<file path="src/rtl/core/ptbe_pkg.sv">
// Shared types, constants and the bitplane gather function of the tile encoder.
`default_nettype none
package ptbe_pkg;

  localparam int TILE_ROWS  = 8;
  localparam int ROW_W      = $clog2(TILE_ROWS);
  localparam int PIX_W      = 8;
  localparam int ROW_PIXELS = 8;
  localparam int IDX_W      = 5;

  // Byte index of the last byte of a run, per mode.
  localparam logic [IDX_W-1:0] LAST_2BPP      = IDX_W'(1);
  localparam logic [IDX_W-1:0] LAST_4BPP_ROW  = IDX_W'(1);
  localparam logic [IDX_W-1:0] LAST_4BPP_TILE = IDX_W'(2 + 2 * TILE_ROWS - 1);
  localparam logic [IDX_W-1:0] LAST_8BPP      = IDX_W'(ROW_PIXELS - 1);
  // First byte index that reads the upper-plane store.
  localparam logic [IDX_W-1:0] UPPER_BASE     = IDX_W'(2);

  localparam logic [ROW_W-1:0] FINAL_ROW = ROW_W'(TILE_ROWS - 1);

  typedef enum logic [1:0] {
    MODE_2BPP = 2'd0,
    MODE_4BPP = 2'd1,
    MODE_8BPP = 2'd2,
    MODE_NONE = 2'd3
  } depth_mode_t;

  typedef logic [PIX_W-1:0] byte_t;
  typedef logic [ROW_PIXELS-1:0][PIX_W-1:0] pix_row_t;

  // One row's work, as handed from the row packer to the sequencer.
  typedef struct packed {
    depth_mode_t      mode;
    logic             final_row;
    logic [ROW_W-1:0] row;
    pix_row_t         bytes;
    logic [15:0]      upper;
    logic [IDX_W-1:0] last_idx;
  } job_t;

  // Gather bit 'sel' of every pixel into one byte, pixel 0 at the MSB.
  function automatic byte_t plane_byte(pix_row_t pix, logic [2:0] sel);
    byte_t b;
    b = '0;
    for (int i = 0; i < ROW_PIXELS; i++) begin
      b[ROW_PIXELS-1-i] = pix[i][sel];
    end
    return b;
  endfunction

endpackage
`default_nettype wire

</file>
<file path="src/rtl/core/ptbe_if.sv">
// Valid/ready channel interfaces for pixel rows, tile bytes and the mode register.
`default_nettype none
interface ptbe_pix_if;
  logic                    valid;
  logic                    ready;
  logic [ptbe_pkg::PIX_W-1:0] pixel_0;
  logic [ptbe_pkg::PIX_W-1:0] pixel_1;
  logic [ptbe_pkg::PIX_W-1:0] pixel_2;
  logic [ptbe_pkg::PIX_W-1:0] pixel_3;
  logic [ptbe_pkg::PIX_W-1:0] pixel_4;
  logic [ptbe_pkg::PIX_W-1:0] pixel_5;
  logic [ptbe_pkg::PIX_W-1:0] pixel_6;
  logic [ptbe_pkg::PIX_W-1:0] pixel_7;
  modport source (output valid, pixel_0, pixel_1, pixel_2, pixel_3, pixel_4, pixel_5,
                  pixel_6, pixel_7, input ready);
  modport sink (input valid, pixel_0, pixel_1, pixel_2, pixel_3, pixel_4, pixel_5,
                pixel_6, pixel_7, output ready);
endinterface

interface ptbe_byte_if;
  logic                    valid;
  logic                    ready;
  logic [ptbe_pkg::PIX_W-1:0] tile_byte;
  logic                    last_of_run;
  logic                    tile_end;
  modport source (output valid, tile_byte, last_of_run, tile_end, input ready);
  modport sink (input valid, tile_byte, last_of_run, tile_end, output ready);
endinterface

interface ptbe_cfg_if;
  logic       valid;
  logic       ready;
  logic [1:0] depth_mode;
  modport source (output valid, depth_mode, input ready);
  modport sink (input valid, depth_mode, output ready);
endinterface
`default_nettype wire

</file>
<file path="src/rtl/core/ptbe_row_pack.sv">
// Row packer: turns one pixel row into plane bytes or raw bytes plus the index of the run's last byte.
`default_nettype none
module ptbe_row_pack (
  input  ptbe_pkg::pix_row_t         pixels,
  input  ptbe_pkg::depth_mode_t      mode,
  input  logic [ptbe_pkg::ROW_W-1:0] row,
  output ptbe_pkg::job_t             job
);
  import ptbe_pkg::*;

  byte_t p0, p1, p2, p3;
  logic  final_row;

  assign p0 = plane_byte(pixels, 3'd0);
  assign p1 = plane_byte(pixels, 3'd1);
  assign p2 = plane_byte(pixels, 3'd2);
  assign p3 = plane_byte(pixels, 3'd3);
  assign final_row = (row == FINAL_ROW);

  always_comb begin
    job           = '0;
    job.mode      = mode;
    job.final_row = final_row;
    job.row       = row;
    job.upper     = {p3, p2};
    case (mode)
      MODE_8BPP: begin
        job.bytes    = pixels;
        job.last_idx = LAST_8BPP;
      end
      MODE_4BPP: begin
        job.bytes[0] = p0;
        job.bytes[1] = p1;
        job.last_idx = final_row ? LAST_4BPP_TILE : LAST_4BPP_ROW;
      end
      default: begin
        job.bytes[0] = p0;
        job.bytes[1] = p1;
        job.last_idx = LAST_2BPP;
      end
    endcase
  end

endmodule
`default_nettype wire

</file>
<file path="src/rtl/core/ptbe_sequencer.sv">
// Byte sequencer: holds one row's job, the upper-plane store and the output register.
`default_nettype none
module ptbe_sequencer (
  input  logic           clk,
  input  logic           rst,
  input  logic           load,
  input  ptbe_pkg::job_t job_in,
  output logic           ready,
  ptbe_byte_if.source    tiles
);
  import ptbe_pkg::*;

  job_t             job;
  logic             job_valid;
  logic [IDX_W-1:0] idx;
  logic [15:0]      store [TILE_ROWS];

  byte_t            out_byte;
  logic             out_last;
  logic             out_tend;
  logic             out_valid;

  logic             move;
  logic             is_last;
  logic [IDX_W-1:0] entry;
  logic [15:0]      store_row;
  byte_t            cur_byte;

  assign move    = job_valid && (!out_valid || tiles.ready);
  assign is_last = (idx == job.last_idx);
  assign ready   = !job_valid || (move && is_last);

  assign entry     = idx - UPPER_BASE;
  assign store_row = store[entry[ROW_W:1]];

  always_comb begin
    if (job.mode == MODE_4BPP && idx >= UPPER_BASE) begin
      cur_byte = entry[0] ? store_row[15:8] : store_row[7:0];
    end else begin
      cur_byte = job.bytes[idx[2:0]];
    end
  end

  // Upper planes of a 4bpp row land in the store as soon as the row is taken.
  always_ff @(posedge clk) begin
    if (load && job_in.mode == MODE_4BPP) begin
      store[job_in.row] <= job_in.upper;
    end
  end

  always_ff @(posedge clk) begin
    if (load) begin
      job <= job_in;
    end
  end

  always_ff @(posedge clk) begin
    if (rst) begin
      job_valid <= 1'b0;
      idx       <= '0;
    end else if (load) begin
      job_valid <= 1'b1;
      idx       <= '0;
    end else if (move) begin
      if (is_last) begin
        job_valid <= 1'b0;
      end else begin
        idx <= idx + IDX_W'(1);
      end
    end
  end

  always_ff @(posedge clk) begin
    if (move) begin
      out_byte <= cur_byte;
      out_last <= is_last;
      out_tend <= is_last && job.final_row;
    end
  end

  always_ff @(posedge clk) begin
    if (rst) begin
      out_valid <= 1'b0;
    end else if (move) begin
      out_valid <= 1'b1;
    end else if (tiles.ready) begin
      out_valid <= 1'b0;
    end
  end

  assign tiles.valid       = out_valid;
  assign tiles.tile_byte   = out_byte;
  assign tiles.last_of_run = out_last;
  assign tiles.tile_end    = out_tend;

  a_idx_bound: assert property (@(posedge clk) disable iff (rst)
    job_valid |-> idx <= job.last_idx)
    else $error("byte index ran past end of run");

  a_tend_last: assert property (@(posedge clk) disable iff (rst)
    out_valid |-> (!out_tend || out_last))
    else $error("tile end without end of run");

  a_run_done: assert property (@(posedge clk) disable iff (rst)
    (move && is_last && !load) |=> !job_valid)
    else $error("job still busy after its last byte");

  a_idx_step: assert property (@(posedge clk) disable iff (rst)
    (move && !is_last && !load) |=> idx == $past(idx) + IDX_W'(1))
    else $error("byte index did not advance");

endmodule
`default_nettype wire

</file>
<file path="src/rtl/core/planar_tile_bitplane_encoder.sv">
// Top level of the planar tile bitplane encoder.
// Takes one 8-pixel tile row per request and gives tile bytes one per cycle unless
// stalled: 2 bytes per row in 2bpp mode, 8 in 8bpp mode, and in 4bpp mode 2 bytes
// per row plus the 16 stored plane 2/3 bytes after the eighth row. Output rate is
// set by the single output byte register; the next row is taken in the same cycle
// the previous row's last byte moves into it, so rows flow without gaps. Rows sent
// while depth_mode is 3 are taken and dropped. The row counter wraps every eight
// kept rows and is not reset by a mode change; write depth_mode only when idle.
`default_nettype none
module planar_tile_bitplane_encoder (
  input  logic        clk,
  input  logic        rst,
  ptbe_cfg_if.sink    cfg,
  ptbe_pix_if.sink    pixels,
  ptbe_byte_if.source tiles
);
  import ptbe_pkg::*;

  depth_mode_t      depth_mode;
  logic [ROW_W-1:0] row_count;
  pix_row_t         pix_row;
  job_t             job;
  logic             seq_ready;
  logic             accept;
  logic             load;

  assign cfg.ready = 1'b1;

  always_ff @(posedge clk) begin
    if (rst) begin
      depth_mode <= MODE_4BPP;
    end else if (cfg.valid) begin
      depth_mode <= depth_mode_t'(cfg.depth_mode);
    end
  end

  assign pix_row = {pixels.pixel_7, pixels.pixel_6, pixels.pixel_5, pixels.pixel_4,
                    pixels.pixel_3, pixels.pixel_2, pixels.pixel_1, pixels.pixel_0};

  assign pixels.ready = seq_ready;
  assign accept       = pixels.valid && seq_ready;
  // Drop rows in the unused mode.
  assign load         = accept && (depth_mode != MODE_NONE);

  always_ff @(posedge clk) begin
    if (rst) begin
      row_count <= '0;
    end else if (load) begin
      row_count <= row_count + ROW_W'(1);
    end
  end

  ptbe_row_pack u_row_pack (
    .pixels (pix_row),
    .mode   (depth_mode),
    .row    (row_count),
    .job    (job)
  );

  ptbe_sequencer u_sequencer (
    .clk    (clk),
    .rst    (rst),
    .load   (load),
    .job_in (job),
    .ready  (seq_ready),
    .tiles  (tiles)
  );

endmodule
`default_nettype wire

</file>
<file path="src/flat_wrapper.sv">
// flat-port wrapper written by rule: the top's interface ports become plain ports
module planar_tile_bitplane_encoder_flat import ptbe_pkg::*;
  (clk, rst, cfg_valid, cfg_depth_mode, cfg_ready, pixels_valid, pixels_pixel_0, pixels_pixel_1, pixels_pixel_2, pixels_pixel_3, pixels_pixel_4, pixels_pixel_5, pixels_pixel_6, pixels_pixel_7, pixels_ready, tiles_valid, tiles_tile_byte, tiles_last_of_run, tiles_tile_end, tiles_ready);
  ptbe_cfg_if cfg_i ();
  ptbe_pix_if pixels_i ();
  ptbe_byte_if tiles_i ();
  input  logic clk;
  input  logic rst;
  input wire logic [$bits(cfg_i.valid)-1:0] cfg_valid;
  input wire logic [$bits(cfg_i.depth_mode)-1:0] cfg_depth_mode;
  output wire logic [$bits(cfg_i.ready)-1:0] cfg_ready;
  input wire logic [$bits(pixels_i.valid)-1:0] pixels_valid;
  input wire logic [$bits(pixels_i.pixel_0)-1:0] pixels_pixel_0;
  input wire logic [$bits(pixels_i.pixel_1)-1:0] pixels_pixel_1;
  input wire logic [$bits(pixels_i.pixel_2)-1:0] pixels_pixel_2;
  input wire logic [$bits(pixels_i.pixel_3)-1:0] pixels_pixel_3;
  input wire logic [$bits(pixels_i.pixel_4)-1:0] pixels_pixel_4;
  input wire logic [$bits(pixels_i.pixel_5)-1:0] pixels_pixel_5;
  input wire logic [$bits(pixels_i.pixel_6)-1:0] pixels_pixel_6;
  input wire logic [$bits(pixels_i.pixel_7)-1:0] pixels_pixel_7;
  output wire logic [$bits(pixels_i.ready)-1:0] pixels_ready;
  output wire logic [$bits(tiles_i.valid)-1:0] tiles_valid;
  output wire logic [$bits(tiles_i.tile_byte)-1:0] tiles_tile_byte;
  output wire logic [$bits(tiles_i.last_of_run)-1:0] tiles_last_of_run;
  output wire logic [$bits(tiles_i.tile_end)-1:0] tiles_tile_end;
  input wire logic [$bits(tiles_i.ready)-1:0] tiles_ready;
  assign cfg_i.valid = cfg_valid;
  assign cfg_i.depth_mode = cfg_depth_mode;
  assign cfg_ready = cfg_i.ready;
  assign pixels_i.valid = pixels_valid;
  assign pixels_i.pixel_0 = pixels_pixel_0;
  assign pixels_i.pixel_1 = pixels_pixel_1;
  assign pixels_i.pixel_2 = pixels_pixel_2;
  assign pixels_i.pixel_3 = pixels_pixel_3;
  assign pixels_i.pixel_4 = pixels_pixel_4;
  assign pixels_i.pixel_5 = pixels_pixel_5;
  assign pixels_i.pixel_6 = pixels_pixel_6;
  assign pixels_i.pixel_7 = pixels_pixel_7;
  assign pixels_ready = pixels_i.ready;
  assign tiles_valid = tiles_i.valid;
  assign tiles_tile_byte = tiles_i.tile_byte;
  assign tiles_last_of_run = tiles_i.last_of_run;
  assign tiles_tile_end = tiles_i.tile_end;
  assign tiles_i.ready = tiles_ready;
  planar_tile_bitplane_encoder u_core (.clk(clk), .rst(rst), .cfg(cfg_i), .pixels(pixels_i), .tiles(tiles_i));
endmodule
</file>
<file path="config.mk">
export PLATFORM = sky130hd
export DESIGN_NAME = planar_tile_bitplane_encoder_flat
export DESIGN_NICKNAME = d
export VERILOG_FILES = /design/src/rtl/core/ptbe_pkg.sv /design/src/rtl/core/ptbe_if.sv /design/src/rtl/core/ptbe_row_pack.sv /design/src/rtl/core/ptbe_sequencer.sv /design/src/rtl/core/planar_tile_bitplane_encoder.sv /design/src/flat_wrapper.sv
export SDC_FILE = /design/constraint.sdc
export NUM_CORES = 1
export LEC_CHECK = 0
export BUFFER_PORTS_ARGS = -buffer_cell sky130_fd_sc_hd__buf_2
export CAP_MARGIN = 20
export CORE_ASPECT_RATIO = 0.6
export CORE_MARGIN = 1
export CORE_UTILIZATION = 45
export CTS_BUF_LIST = sky130_fd_sc_hd__clkbuf_4 sky130_fd_sc_hd__clkbuf_8
export CTS_CLUSTER_SIZE = 12
export DETAILED_ROUTE_END_ITERATION = 12
export SETUP_SLACK_MARGIN = 0.4
export SLEW_MARGIN = 20
export SYNTH_ARGS = -nofsm -noshare
export SYNTH_HDL_FRONTEND = slang
export SYNTH_HIERARCHICAL = 1
export SYNTH_SLANG_ARGS = --single-unit
</file>
<file path="constraint.sdc">
create_clock -name clk -period 7.95 [get_ports clk]
set_clock_uncertainty 0.1 [all_clocks]
set_input_delay 0.3975 -clock clk [delete_from_list [all_inputs] [get_ports clk]]
set_output_delay 0.3975 -clock clk [all_outputs]
set_load 0.02 [all_outputs]
</file>
==> report_table.html <==
<table>
<tr><th>Metric</th><th>Value</th></tr>
<tr><th colspan="2">Floorplanning</th></tr>
<tr><td>Floorplan row count</td><td>40</td></tr>
<tr><td>Total I/O pin count</td><td>84</td></tr>
<tr><td>Starting density of the core</td><td>about 47%</td></tr>
<tr><td>Height of the die</td><td>115 microns</td></tr>
<tr><td>Full die area</td><td>around 0.022 sq mm</td></tr>
<tr><td>Area of the placeable core</td><td>0.0204 sq mm</td></tr>
<tr><td>Die width</td><td>190 microns</td></tr>
<tr><th colspan="2">STA</th></tr>
<tr><td>Achievable frequency</td><td>approximately 220 MHz</td></tr>
<tr><td>Relative slew slack</td><td>roughly a third</td></tr>
<tr><td>Worst Hold Margin</td><td>approximately 0.029 ns</td></tr>
<tr><td>Setup repair after global routing missed its margin</td><td>no</td></tr>
<tr><td>Final worst path period share</td><td>around 60%</td></tr>
<tr><td>Number of failing setup endpoints in the final timing report</td><td>0</td></tr>
<tr><td>Min Clock Period, post-route</td><td>between 4 and 5 ns</td></tr>
<tr><td>Number of hold violations in the final report</td><td>0</td></tr>
<tr><td>Pin slew with the least headroom to its limit</td><td>1.03 ns</td></tr>
<tr><td>Summed negative setup slack over all endpoints</td><td>0 ns</td></tr>
<tr><td>Number of pins exceeding their max-slew limit in the final report</td><td>0</td></tr>
<tr><th colspan="2">Worst setup path</th></tr>
<tr><td>Max FO, Critical Path</td><td>slightly below 80</td></tr>
<tr><td>Crit path launch type</td><td>register</td></tr>
<tr><td>CP Data Required Time</td><td>between 8 and 9 ns</td></tr>
<tr><td>Crit Path Class</td><td>register to register</td></tr>
<tr><td>Worst r2r src</td><td>u_core/u_sequencer/idx[1]</td></tr>
<tr><td>Worst Setup SP</td><td>u_core/u_sequencer/idx[1]</td></tr>
<tr><td>Capturing element type of the critical path</td><td>register</td></tr>
<tr><td>CP Data Arrival Time</td><td>between 4 and 5 ns</td></tr>
<tr><th colspan="2">Outcome</th></tr>
<tr><td>Outcome</td><td>finished, final reports clean</td></tr>
<tr><th colspan="2">Clock network</th></tr>
<tr><td>Clock tree from TritonCTS</td><td>done</td></tr>
<tr><td>Post-CTS Setup Repair Bufs</td><td>0</td></tr>
<tr><td>Clock net sink count</td><td>222</td></tr>
<tr><td>Deepest clock path buffer count</td><td>3</td></tr>
<tr><td>CTS Hold Buffers Added</td><td>0</td></tr>
<tr><td>Later-pin clock latency in the skew report</td><td>0.50 ns</td></tr>
<tr><td>Clk root buf</td><td>sky130_fd_sc_hd__clkbuf_8</td></tr>
<tr><td>Number of H-tree branching levels</td><td>2</td></tr>
<tr><td>Resized cells post-CTS</td><td>0</td></tr>
<tr><td>Num CTS Buffers</td><td>34</td></tr>
<tr><td>Worst-path clk slew</td><td>~0.06 ns</td></tr>
<tr><th colspan="2">Global route</th></tr>
<tr><td>Pin count of the biggest net entering global routing</td><td>80</td></tr>
<tr><td>Initial antenna violation count</td><td>0</td></tr>
<tr><td>Global-route wire length before repair</td><td>roughly 30 mm</td></tr>
<tr><td>Number of global-route vias before repair</td><td>about 5k</td></tr>
<tr><td>GR Overflow Total</td><td>0</td></tr>
<tr><td>Global Route Usage Sum</td><td>a little under a fifth</td></tr>
<tr><th colspan="2">Logic synthesis</th></tr>
<tr><td>EDFF count, synth</td><td>210</td></tr>
<tr><td>Yosys warnings</td><td>6</td></tr>
<tr><td>Sequential cell area fraction in the yosys report</td><td>between 60% and 70%</td></tr>
<tr><td>Cell area after synthesis</td><td>0.00956 sq mm</td></tr>
<tr><td>Unique cell type count in the Yosys netlist</td><td>48</td></tr>
<tr><td>Prevailing post-synth register cell</td><td>sky130_fd_sc_hd__edfxtp_1</td></tr>
<tr><td>Mean instance size in the synthesized netlist</td><td>approximately 18 sq um</td></tr>
<tr><td>Number of synthesized register bits</td><td>approximately 220</td></tr>
<tr><td>Share of flip-flops with an asynchronous set or reset</td><td>0%</td></tr>
<tr><td>Mapped Cells</td><td>525</td></tr>
<tr><td>Synthesized netlist net count</td><td>604</td></tr>
<tr><th colspan="2">Detailed routing</th></tr>
<tr><td>DR vias</td><td>4739</td></tr>
<tr><td># DRC</td><td>0</td></tr>
<tr><td>First-pass detailed-route iteration total</td><td>4</td></tr>
<tr><td>Number of DRC markers in iteration 0</td><td>349</td></tr>
<tr><td>Avg Vias per Cell</td><td>around 5.2</td></tr>
<tr><td>Sum of routed wire length over all layers</td><td>about 19 mm</td></tr>
<tr><td>Routed length per placed instance</td><td>21.2 microns</td></tr>
<tr><td>Antenna viol nets, final</td><td>0</td></tr>
<tr><th colspan="2">Flow run</th></tr>
<tr><td>Max-cap viol count</td><td>0</td></tr>
<tr><th colspan="2">Cells and area</th></tr>
<tr><td>Net total in the final layout</td><td>between 600 and 700</td></tr>
<tr><td>Layout Utilization</td><td>between 50% and 60%</td></tr>
<tr><td>Diode count</td><td>0</td></tr>
<tr><td>Sequential standard cell area</td><td>0.00655 sq mm</td></tr>
<tr><td>Multi-input combinational cell area</td><td>0.00262 sq mm</td></tr>
<tr><td>Share of post-route cells with drive strength above 1</td><td>36.0%</td></tr>
<tr><td>Layout Area Growth over Synthesis</td><td>12.1%</td></tr>
<tr><td>Number of fillers in the final layout</td><td>around 1.7k</td></tr>
<tr><th colspan="2">Power</th></tr>
<tr><td>Internal portion of total power</td><td>just under 2 mW</td></tr>
<tr><td>Peak supply drop</td><td>~0.10 mV</td></tr>
<tr><td>Sequential share of power</td><td>between 50% and 60%</td></tr>
<tr><td>Net Switching</td><td>around 0.55 mW</td></tr>
<tr><td>Switching power as a share of total power</td><td>22.4%</td></tr>
<tr><td>Leakage power of the design</td><td>~3.8 nW</td></tr>
<tr><td>Power Dens Cells</td><td>roughly 230 mW/mm^2</td></tr>
<tr><td>Combinational Power Share</td><td>between 8 and 9%</td></tr>
<tr><td>Clock share of power</td><td>a little under two fifths</td></tr>
<tr><th colspan="2">Placed design</th></tr>
<tr><td>Detailed-placement wirelength estimate</td><td>~12 mm</td></tr>
<tr><td>Routability Congestion</td><td>slightly below 0.8</td></tr>
<tr><td>IO Port Bufs</td><td>about 80</td></tr>
<tr><th colspan="2">Hold path</th></tr>
<tr><td>Min-Delay Startpoint</td><td>cfg_depth_mode[0]</td></tr>
<tr><td>Class of the tightest hold or removal check</td><td>input pin to register</td></tr>
</table>
[cell usage after synthesis, drive strengths merged (2+ instances only)]
cell type / count / area, sq um
nor3: 7 / 46.3
dfxtp: 12 / 240
mux2: 16 / 225
conb: 3 / 11.3
mux4: 48 / 1100
a21oi: 6 / 33.8
edfxtp: 210 / 6310
nand3: 9 / 45.0
and3: 2 / 12.5
ha: 8 / 100
xnor2: 4 / 35.0
inv: 9 / 33.8
nand2b: 3 / 18.8
xor2: 6 / 90.1
nand2: 21 / 83.8
o21ai: 10 / 50.1
and2: 50 / 315
nor2: 11 / 41.3
mux2i: 25 / 250
clkinv: 2 / 8.75
a211oi: 3 / 22.5
buf: 48 / 379
[power by group through the flow]
| stage | Clock, mW | Sequential [mW] | Combinational (mW) |
|---|---|---|---|
| 4_1_cts | 0.946 | 1.36 | 0.209 |
| 5_1_grt | 0.995 | 1.36 | 0.224 |
| 3_5_place_dp | 0 | 1.38 | 0.209 |
| 6_report | 0.919 | 1.36 | 0.206 |
| 2_1_floorplan | 0 | 1.38 | 0.150 |
| 3_3_place_gp | 0 | 1.38 | 0.205 |
[cell families (layout without fill, tap and decap cells)]
| logic type | Yosys count | in the layout | share of synthesized area (%) |
|---|---|---|---|
| DFF | 222 | 222 | 68.5 |
| and+or+nand+nor | 110 | 110 | 6.48 |
| muxes | 89 | 89 | 16.4 |
| buffers and inverters | 59 | 164 | 4.41 |
| AOI/OAI and AO/OA | 24 | 24 | 1.68 |
| xor gates and xnor gates | 10 | 10 | 1.31 |
| adders and majority gates | 8 | 8 | 1.05 |
| other | 3 | 3 | 0.118 |
[path summary, 6_finish.rpt]
kind / cells after the start / endpoint / slack [ns]
max: 11 / u_core/u_sequencer/store[6][14] / 3.32
min: 2 / u_core/depth_mode[0] / 0.03
max reg2reg: 11 / u_core/u_sequencer/store[6][14] / 3.32
min reg2reg: 2 / u_core/u_sequencer/tiles.valid / 0.39
[metal layers]
metal / GRT usage (%) / part of all wire, % / up-vias
li1: - / - / 2170
met1: 28.2 / 47 / 2394
met2: 26.4 / 43 / 148
met3: 3.63 / 8.3 / 27
met4: 4.46 / 1.2 / 0
met5: 0 / 0 / -
[layout make-up]
cell class / instances / share of cell area, %
flip-flops and latches: 222 / 61.1
multi-input cells: 244 / 24.5
clock buffers: 52 / 5.86
repair buffers: 94 / 4.67
well taps: 273 / 3.19
inverters: 11 / 0.397
clock inverters: 7 / 0.292
[worst max-delay path: stages (launching register included)]
cell and delay (ns):
sky130_fd_sc_hd__dfxtp_2 0.93, sky130_fd_sc_hd__xor2_1 0.22, sky130_fd_sc_hd__nor3_4 0.25, sky130_fd_sc_hd__and2_1 0.20, sky130_fd_sc_hd__a21o_1 0.18, sky130_fd_sc_hd__nand2_2 0.12
sky130_fd_sc_hd__nor2_4 0.12, sky130_fd_sc_hd__buf_4 0.75, sky130_fd_sc_hd__inv_2 0.06, sky130_fd_sc_hd__or4b_1 0.63, sky130_fd_sc_hd__nor2_1 0.40, sky130_fd_sc_hd__buf_4 0.35
[metrics by stage]
step / area (sq um) / instances / power, mW / setup WS (ns)
finish: 10700 / 903 / 2.48 / 3.32
global route: 10700 / 903 / 2.58 / 2.92
CTS: 10700 / 903 / 2.51 / 3.24
detailed placement: 10100 / 844 / 1.59 / 3.22
global placement: 10000 / 844 / 1.58 / 3.35
floorplan: 9560 / 525 / 1.53 / 0.836
[sequential cells by signal, indices dropped and copies added, names as in the netlist]
signal / cells
u_core/u_sequencer/tiles.last_of_run: 1
u_core/u_sequencer/tiles.valid: 1
u_core/u_sequencer/store: 128
u_core/u_sequencer/job_valid: 1
u_core/u_sequencer/tiles.tile_byte: 8
u_core/u_sequencer/idx: 5
u_core/u_sequencer/tiles.tile_end: 1
u_core/depth_mode: 2
u_core/row_count: 3
u_core/u_sequencer/job: 72
[placed cells by master (no fill, tap or decap), types with 4 or more instances in the layout]
cell type	n
sky130_fd_sc_hd__edfxtp_1	210
sky130_fd_sc_hd__buf_2	82
sky130_fd_sc_hd__and2_1	49
sky130_fd_sc_hd__mux4_2	44
sky130_fd_sc_hd__clkbuf_8	38
sky130_fd_sc_hd__mux2i_1	25
sky130_fd_sc_hd__nand2_1	19
sky130_fd_sc_hd__clkbuf_4	14
sky130_fd_sc_hd__mux2_4	12
sky130_fd_sc_hd__buf_4	12
sky130_fd_sc_hd__nor2_1	10
sky130_fd_sc_hd__dfxtp_1	10
sky130_fd_sc_hd__nand3_1	9
sky130_fd_sc_hd__o21ai_1	8
sky130_fd_sc_hd__inv_1	7
sky130_fd_sc_hd__clkinv_1	6
sky130_fd_sc_hd__ha_1	6
sky130_fd_sc_hd__a21oi_1	5
sky130_fd_sc_hd__mux2_2	4
sky130_fd_sc_hd__mux4_1	4
sky130_fd_sc_hd__xor2_1	4
sky130_fd_sc_hd__xnor2_1	4
sky130_fd_sc_hd__nor3_1	4
Note: power is estimated with default switching activity, not from simulation.
